[config.mk]
export PLATFORM = sky130hd
export DESIGN_NAME = txc_out_fifo
export DESIGN_NICKNAME = d
export VERILOG_FILES = /design/src/hw/rtl/text_console_writer_macros.svh /design/src/hw/rtl/txc_pkg.sv /design/src/hw/rtl/txc_out_fifo.sv
export SDC_FILE = /design/constraint.sdc
export NUM_CORES = 1
export LEC_CHECK = 0
export BUFFER_PORTS_ARGS = -buffer_cell sky130_fd_sc_hd__buf_2
export CAP_MARGIN = 10
export CORE_MARGIN = 4
export CORE_UTILIZATION = 50
export CTS_BUF_LIST = sky130_fd_sc_hd__clkbuf_8 sky130_fd_sc_hd__clkbuf_16
export DETAILED_ROUTE_END_ITERATION = 7
export MAX_ROUTING_LAYER = met4
export PLACE_DENSITY = 0.77
export SETUP_SLACK_MARGIN = 0.3
export SLEW_MARGIN = 40
export SYNTH_ARGS = -nofsm -noshare
export SYNTH_HDL_FRONTEND = slang
export SYNTH_SLANG_ARGS = --single-unit
[constraint.sdc]
create_clock -name clk -period 1.9 [get_ports clk]
set_input_delay 0.475 -clock clk [delete_from_list [all_inputs] [get_ports clk]]
set_output_delay 0.475 -clock clk [all_outputs]
set_load 0.05 [all_outputs]
[src/hw/rtl/text_console_writer_macros.svh]
// Assertion shorthands used by the console writer RTL.
`ifndef TEXT_CONSOLE_WRITER_MACROS_SVH
`define TEXT_CONSOLE_WRITER_MACROS_SVH

// Same-cycle implication, disabled while reset is asserted.
`define TXC_ASSERT_IMP(label, clk, rstn, ante, cons) \
    label: assert property (@(posedge clk) disable iff (!rstn) (ante) |-> (cons)) \
        else $error("text console check failed");

// Next-cycle implication, disabled while reset is asserted.
`define TXC_ASSERT_NXT(label, clk, rstn, ante, cons) \
    label: assert property (@(posedge clk) disable iff (!rstn) (ante) |=> (cons)) \
        else $error("text console check failed");

`endif

[src/hw/rtl/txc_pkg.sv]
package txc_pkg;

    // Operation codes
    localparam logic [1:0] OP_WRITE = 2'd0;
    localparam logic [1:0] OP_CLEAR = 2'd1;
    localparam logic [1:0] OP_HOME  = 2'd2;
    localparam logic [1:0] OP_READ  = 2'd3;

    // Character and cell constants
    localparam logic [7:0]  NEWLINE_CODE   = 8'd10;
    localparam logic [7:0]  SPACE_CODE     = 8'h20;
    localparam logic [15:0] RESET_CELL     = 16'h0720;
    localparam logic [7:0]  BLANK_ATTR_RST = 8'h07;

    // Input word
    typedef struct packed {
        logic [1:0] op;
        logic [7:0] char_code;
        logic [7:0] color;
        logic [4:0] read_row;
        logic [6:0] read_col;
    } txc_in_t;

    // Result word
    typedef struct packed {
        logic [4:0]  cur_row;
        logic [6:0]  cur_col;
        logic [15:0] cell_data;
    } txc_out_t;

    // Sequencer states
    typedef enum logic [2:0] {
        ST_INIT,
        ST_IDLE,
        ST_READ,
        ST_CLEAR,
        ST_SCROLL,
        ST_FILL,
        ST_PUT
    } txc_state_t;

endpackage

[src/hw/rtl/txc_out_fifo.sv]
module txc_out_fifo (
    input  logic              clk,
    input  logic              rst_n,
    input  logic              push,
    input  txc_pkg::txc_out_t push_data,
    output logic              room,
    output logic              out_valid,
    input  logic              out_stall,
    output txc_pkg::txc_out_t out_data
);

    import txc_pkg::*;

    txc_out_t   entry_reg [2];
    logic       wr_ptr_reg;
    logic       wr_ptr_next;
    logic       rd_ptr_reg;
    logic       rd_ptr_next;
    logic [1:0] count_reg;
    logic [1:0] count_next;
    logic       pop;

    assign out_valid = (count_reg != 2'd0);
    assign room      = (count_reg != 2'd2);
    assign pop       = out_valid && !out_stall;
    assign out_data  = entry_reg[rd_ptr_reg];

    // Advance pointers and count
    always_comb
    begin
        wr_ptr_next = wr_ptr_reg ^ push;
        rd_ptr_next = rd_ptr_reg ^ pop;
        count_next  = count_reg + 2'(push) - 2'(pop);
    end

    always_ff @(posedge clk or negedge rst_n)
    begin
        if (!rst_n)
        begin
            wr_ptr_reg <= 1'b0;
            rd_ptr_reg <= 1'b0;
            count_reg  <= 2'd0;
        end
        else
        begin
            wr_ptr_reg <= wr_ptr_next;
            rd_ptr_reg <= rd_ptr_next;
            count_reg  <= count_next;
        end
    end

    // Hold the queued words
    always_ff @(posedge clk)
    begin
        if (push)
        begin
            entry_reg[wr_ptr_reg] <= push_data;
        end
    end

endmodule

# After elaboration in Yosys (flattened, before gate mapping)
# Memory sizes are Yosys's and may differ from the RTL's.
# Index checks and enable logic that the tools add are counted.
dict set report totals {
  reg_bits 4
  latch_bits 0
  mem_bits_rw 56
  rom_bits 0
  input_bits 32
  output_inout_bits 30
  elab_cells 14
  n_memories 1
}
# memory depth width read_ports rd_clocked_by_memory_dff write_ports line
set memory_table {}
lappend memory_table {entry_reg 2 28 1 0 1 txc_out_fifo.sv:14} ;# txc_out_t entry_reg [2];
dict set report op_classes {
  add_sub_neg 2
  n_mul 0
  div 0
  magnitude_cmp 0
  n_eq_ne 1
  shift 0
  mux 2
  bitwise_logic 2
  reduce_logical 3
}
# op n
set op_table {}
lappend op_table {{adder 2 x 1 -> 2 bit} 1}
lappend op_table {{two-way mux 1 bit} 2}
lappend op_table {{!= test 2 bit, second input constant} 1}
lappend op_table {{nonzero test 2 bit} 1}
lappend op_table {{subtractor 2 x 1 -> 2 bit} 1}
lappend op_table {{bitwise XOR 1 bit} 2}
lappend op_table {{logical AND 1 bit} 1}
lappend op_table {{logical NOT 1 bit} 1}

# Depth between registers and ports, before layout
dict set report logic_depth {
  ltp_word 3
  depth_mapped 7
}

# Least setup slack after synthesis
# Ideal clock, no wire load.
dict set report synth_timing {
  kind {input to register}
  startpoint {input push}
  endpoint {memory entry_reg[0][0] (netlist name), enable pin}
  setup_time_ps 387
  t_arrival_ps 1214
  required_ps 1513
  path_slack_ps 298
  cell_stages 1
  path_buffers 0
  cell_sequence {ha_1}
}
dict set report synth_via {
  elab_chain_len 2
}
# element line
set synth_rtl {}
lappend synth_rtl {{from (decl)} txc_out_fifo.sv:4} ;# input logic push,
lappend synth_rtl {{two-way mux 1 bit} txc_out_fifo.sv:55} ;# if (push)
lappend synth_rtl {{two-way mux 1 bit (not written as such)} txc_out_fifo.sv:57} ;# entry_reg[wr_ptr_reg] <= push_data;
lappend synth_rtl {{to (decl)} txc_out_fifo.sv:14}
# Every way passes these cells.

==> run metrics <==
fin crit period=approximately 2.0 ns; CP Buf/Inv Count=3; synth warn=0; Yosys top cell area share=73.7%; synth top area cells=edfxtp_1 74%, mux2_2 8.9%, mux2_4 6.6%; total die area=5710 um^2; largest net degree at the start of global routing=29; number of synthesized register bits=60; outcome=finished, violations left; Final Hold Viols=0; failing checks=setup timing; htree depth=3; Reg clk slew, reported paths=0.07 ns; Final #Nets=roughly 220; Final GP Congestion=slightly below 0.7; transition time of the tightest slew-check pin=between 0.15 and 0.2 ns; global-route wire length before repair=6190 um; Clock Sinks=60; Max Clk Rate=507 MHz; relative slew slack=89.2%; Slew Viols, Final=0; Reg area=1780 um^2; Max FO, Critical Path=7; Port Buffers=61; Seq/Total Area, Yosys=78.1%; cell taking the most area after synthesis=edfxtp_1; Post-Place Setup Slack=approximately 0.20 ns; Inserted Clock Buffers=9; Core ar.=4380 um^2; most common cell after layout, fill and taps aside=edfxtp_1; CP Capture Type=output pin; max-cap viol count=0; TritonCTS clock tree=built; initial core utilization=52.0%; global-route usage over all layers=16.3%; Cell variety after synth=13; DR pass1 iterations=3; initial antenna violation count=0; Peak VDD IR=0.00144 V; area grow syn2layout=44.4%; routed len/inst=18.0 um; row cnt=24; cell area power density=1870 nW/um^2; most frequent cells in the layout=56 x edfxtp_1, 31 x buf_2, 25 x buf_6; Antenna Cells=0; crit share post-route=104%; post-synthesis simple-gate area fraction=0.439%; drc violations=0; setup violators final=28; R2R setup slack=around 0.40 ns; crit path kind=register to output pin; die height=75.5 um; vias in the first global route=1258; worst path arrival time=~1.5 ns; syn nets=142; # fillers=241; Avg Vias per Cell=4.86; post-synthesis adder-cell area fraction=2.19%; Synth Area in Compound Gates=less than 1%; min setup slack post-route=-0.0735 ns; main combinational cell family by area after synthesis=multiplexers; Largest register FFs=56; Mapped Cells=106; final WL=approximately 4400 um; Leakage=1.34 nW; syn_area_per_cell=between 20 and 25 um^2; Vias=1186; Worst setup SP type=register; hpwl dp=2670 um; synthesized area=around 2300 um^2; ANT nets after route=0; CP max stage cell=dfrtp_2; global route overflow=0; proportion of layout cells with a drive suffix above 1=64.6%; Clk Latency, worst-skew pair=between 0.3 and 0.4 ns; area of the multi-input gates=485 um^2; Die W=75.5 um; Starting DRT DRC Count=53; I/O pins=62; fraction of synthesized cell area in xor and xnor cells=under 10%; CP peak stage delay=~0.44 ns; Post-Route Utilization=between 70 and 80%; worst-case clock buffer depth=2; critical path, cell by cell=buf_12 > buf_16 > mux2_4 > buf_8; Layout Skew=around 0.0050 ns; Hold WC Path Type=primary input to register; mux contribution to synthesized area=15.5%; RSZ-0062 raised after global routing=yes; Req. time, crit path=1.42 ns; CTS root buffer=clkbuf_8; family with the most delay on the worst path=flip-flops
report_power, final:
group,internal [mW],switching [mW],total (mW)
sequential,1.77,0.107,1.88
combinational,1.39,1.67,3.05
clock,0.733,0.486,1.22
area by class of cell:
cell class              instances  share of cell area, %
repair buffers                 73                   22.1
clock buffers                   9                   3.76
inverters                       5                  0.570
multi-input cells              38                   14.7
clock inverters                 7                   2.77
well taps                      52                   1.97
flip-flops and latches         60                   54.1
logic make-up (layout without fill, tap and decap cells):
| kind of cell | count (synthesis) | count (layout) |
|---|---|---|
| AND/OR/NAND/NOR | 2 | 2 |
| AO/OA/AOI/OAI | 1 | 1 |
| multiplexers | 28 | 28 |
| XOR/XNOR | 3 | 3 |
| flip-flops | 60 | 60 |
| buffers and inverters | 8 | 94 |
| adder cells (fa/ha/maj) | 4 | 4 |
worst reg2reg max path, delay by kind of cell, from the launching register on:
family          cells  cell delay [ns]
flops               1             0.41
buf+inv             2             0.10
fa+ha+maj           2             0.45
xor+xnor            2             0.27
compound gates      1             0.17
repair_timing:
action,in CTS,in global routing
hold buffers,1,0
buffers inserted,4,1
endpoints found under the hold margin,4,0
pin swaps,0,1
gates cloned,2,1
gates resized for setup,68,13
setup endpoints to repair,30,31
stage by stage:
step	setup TNS (ns)	hold slack, ns	area [um^2]	instances	power (mW)
after floorplan	0	0.179	2290	106	3.64
after global placement	0	0.282	2680	219	4.02
after global routing	-3.04	0.314	3290	244	6.39
after detailed placement	0	0.285	2680	219	4.09
final	-1.84	0.335	3290	244	6.15
after CTS	-1.91	0.318	3210	242	6.01
final timing paths:
check	startpoint	to	depth (start not counted)
min in group asynchronous	rst_n	count_reg[1]	2
max in group asynchronous	rst_n	rd_ptr_reg	2
hold / removal	push_data[12]	entry_reg[0][12]	1
setup / recovery	rd_ptr_reg	out_data[9]	4
setup reg to reg	count_reg[0]	count_reg[1]	7
hold reg to reg	count_reg[1]	count_reg[1]	2
routing by layer:
metal / vias to the layer above / wire (um) / track usage [%]
li1: 568 / - / -
met1: 584 / 1610 / 17.4
met2: 32 / 2550 / 27.8
met3: 2 / 209 / 6.07
met4: 0 / 13 / 5.83
met5: - / 0 / -
Yosys cell counts:
master	number
buf_8	1
dfrtp_1	4
inv_1	5
buf_4	1
or2_2	1
buf_6	1
mux2_2	18
mux2_4	10
edfxtp_1	56
xnor2_1	3
nand2_1	1
o21bai_1	1
ha_1	4
(Power assumes the default switching activity.)
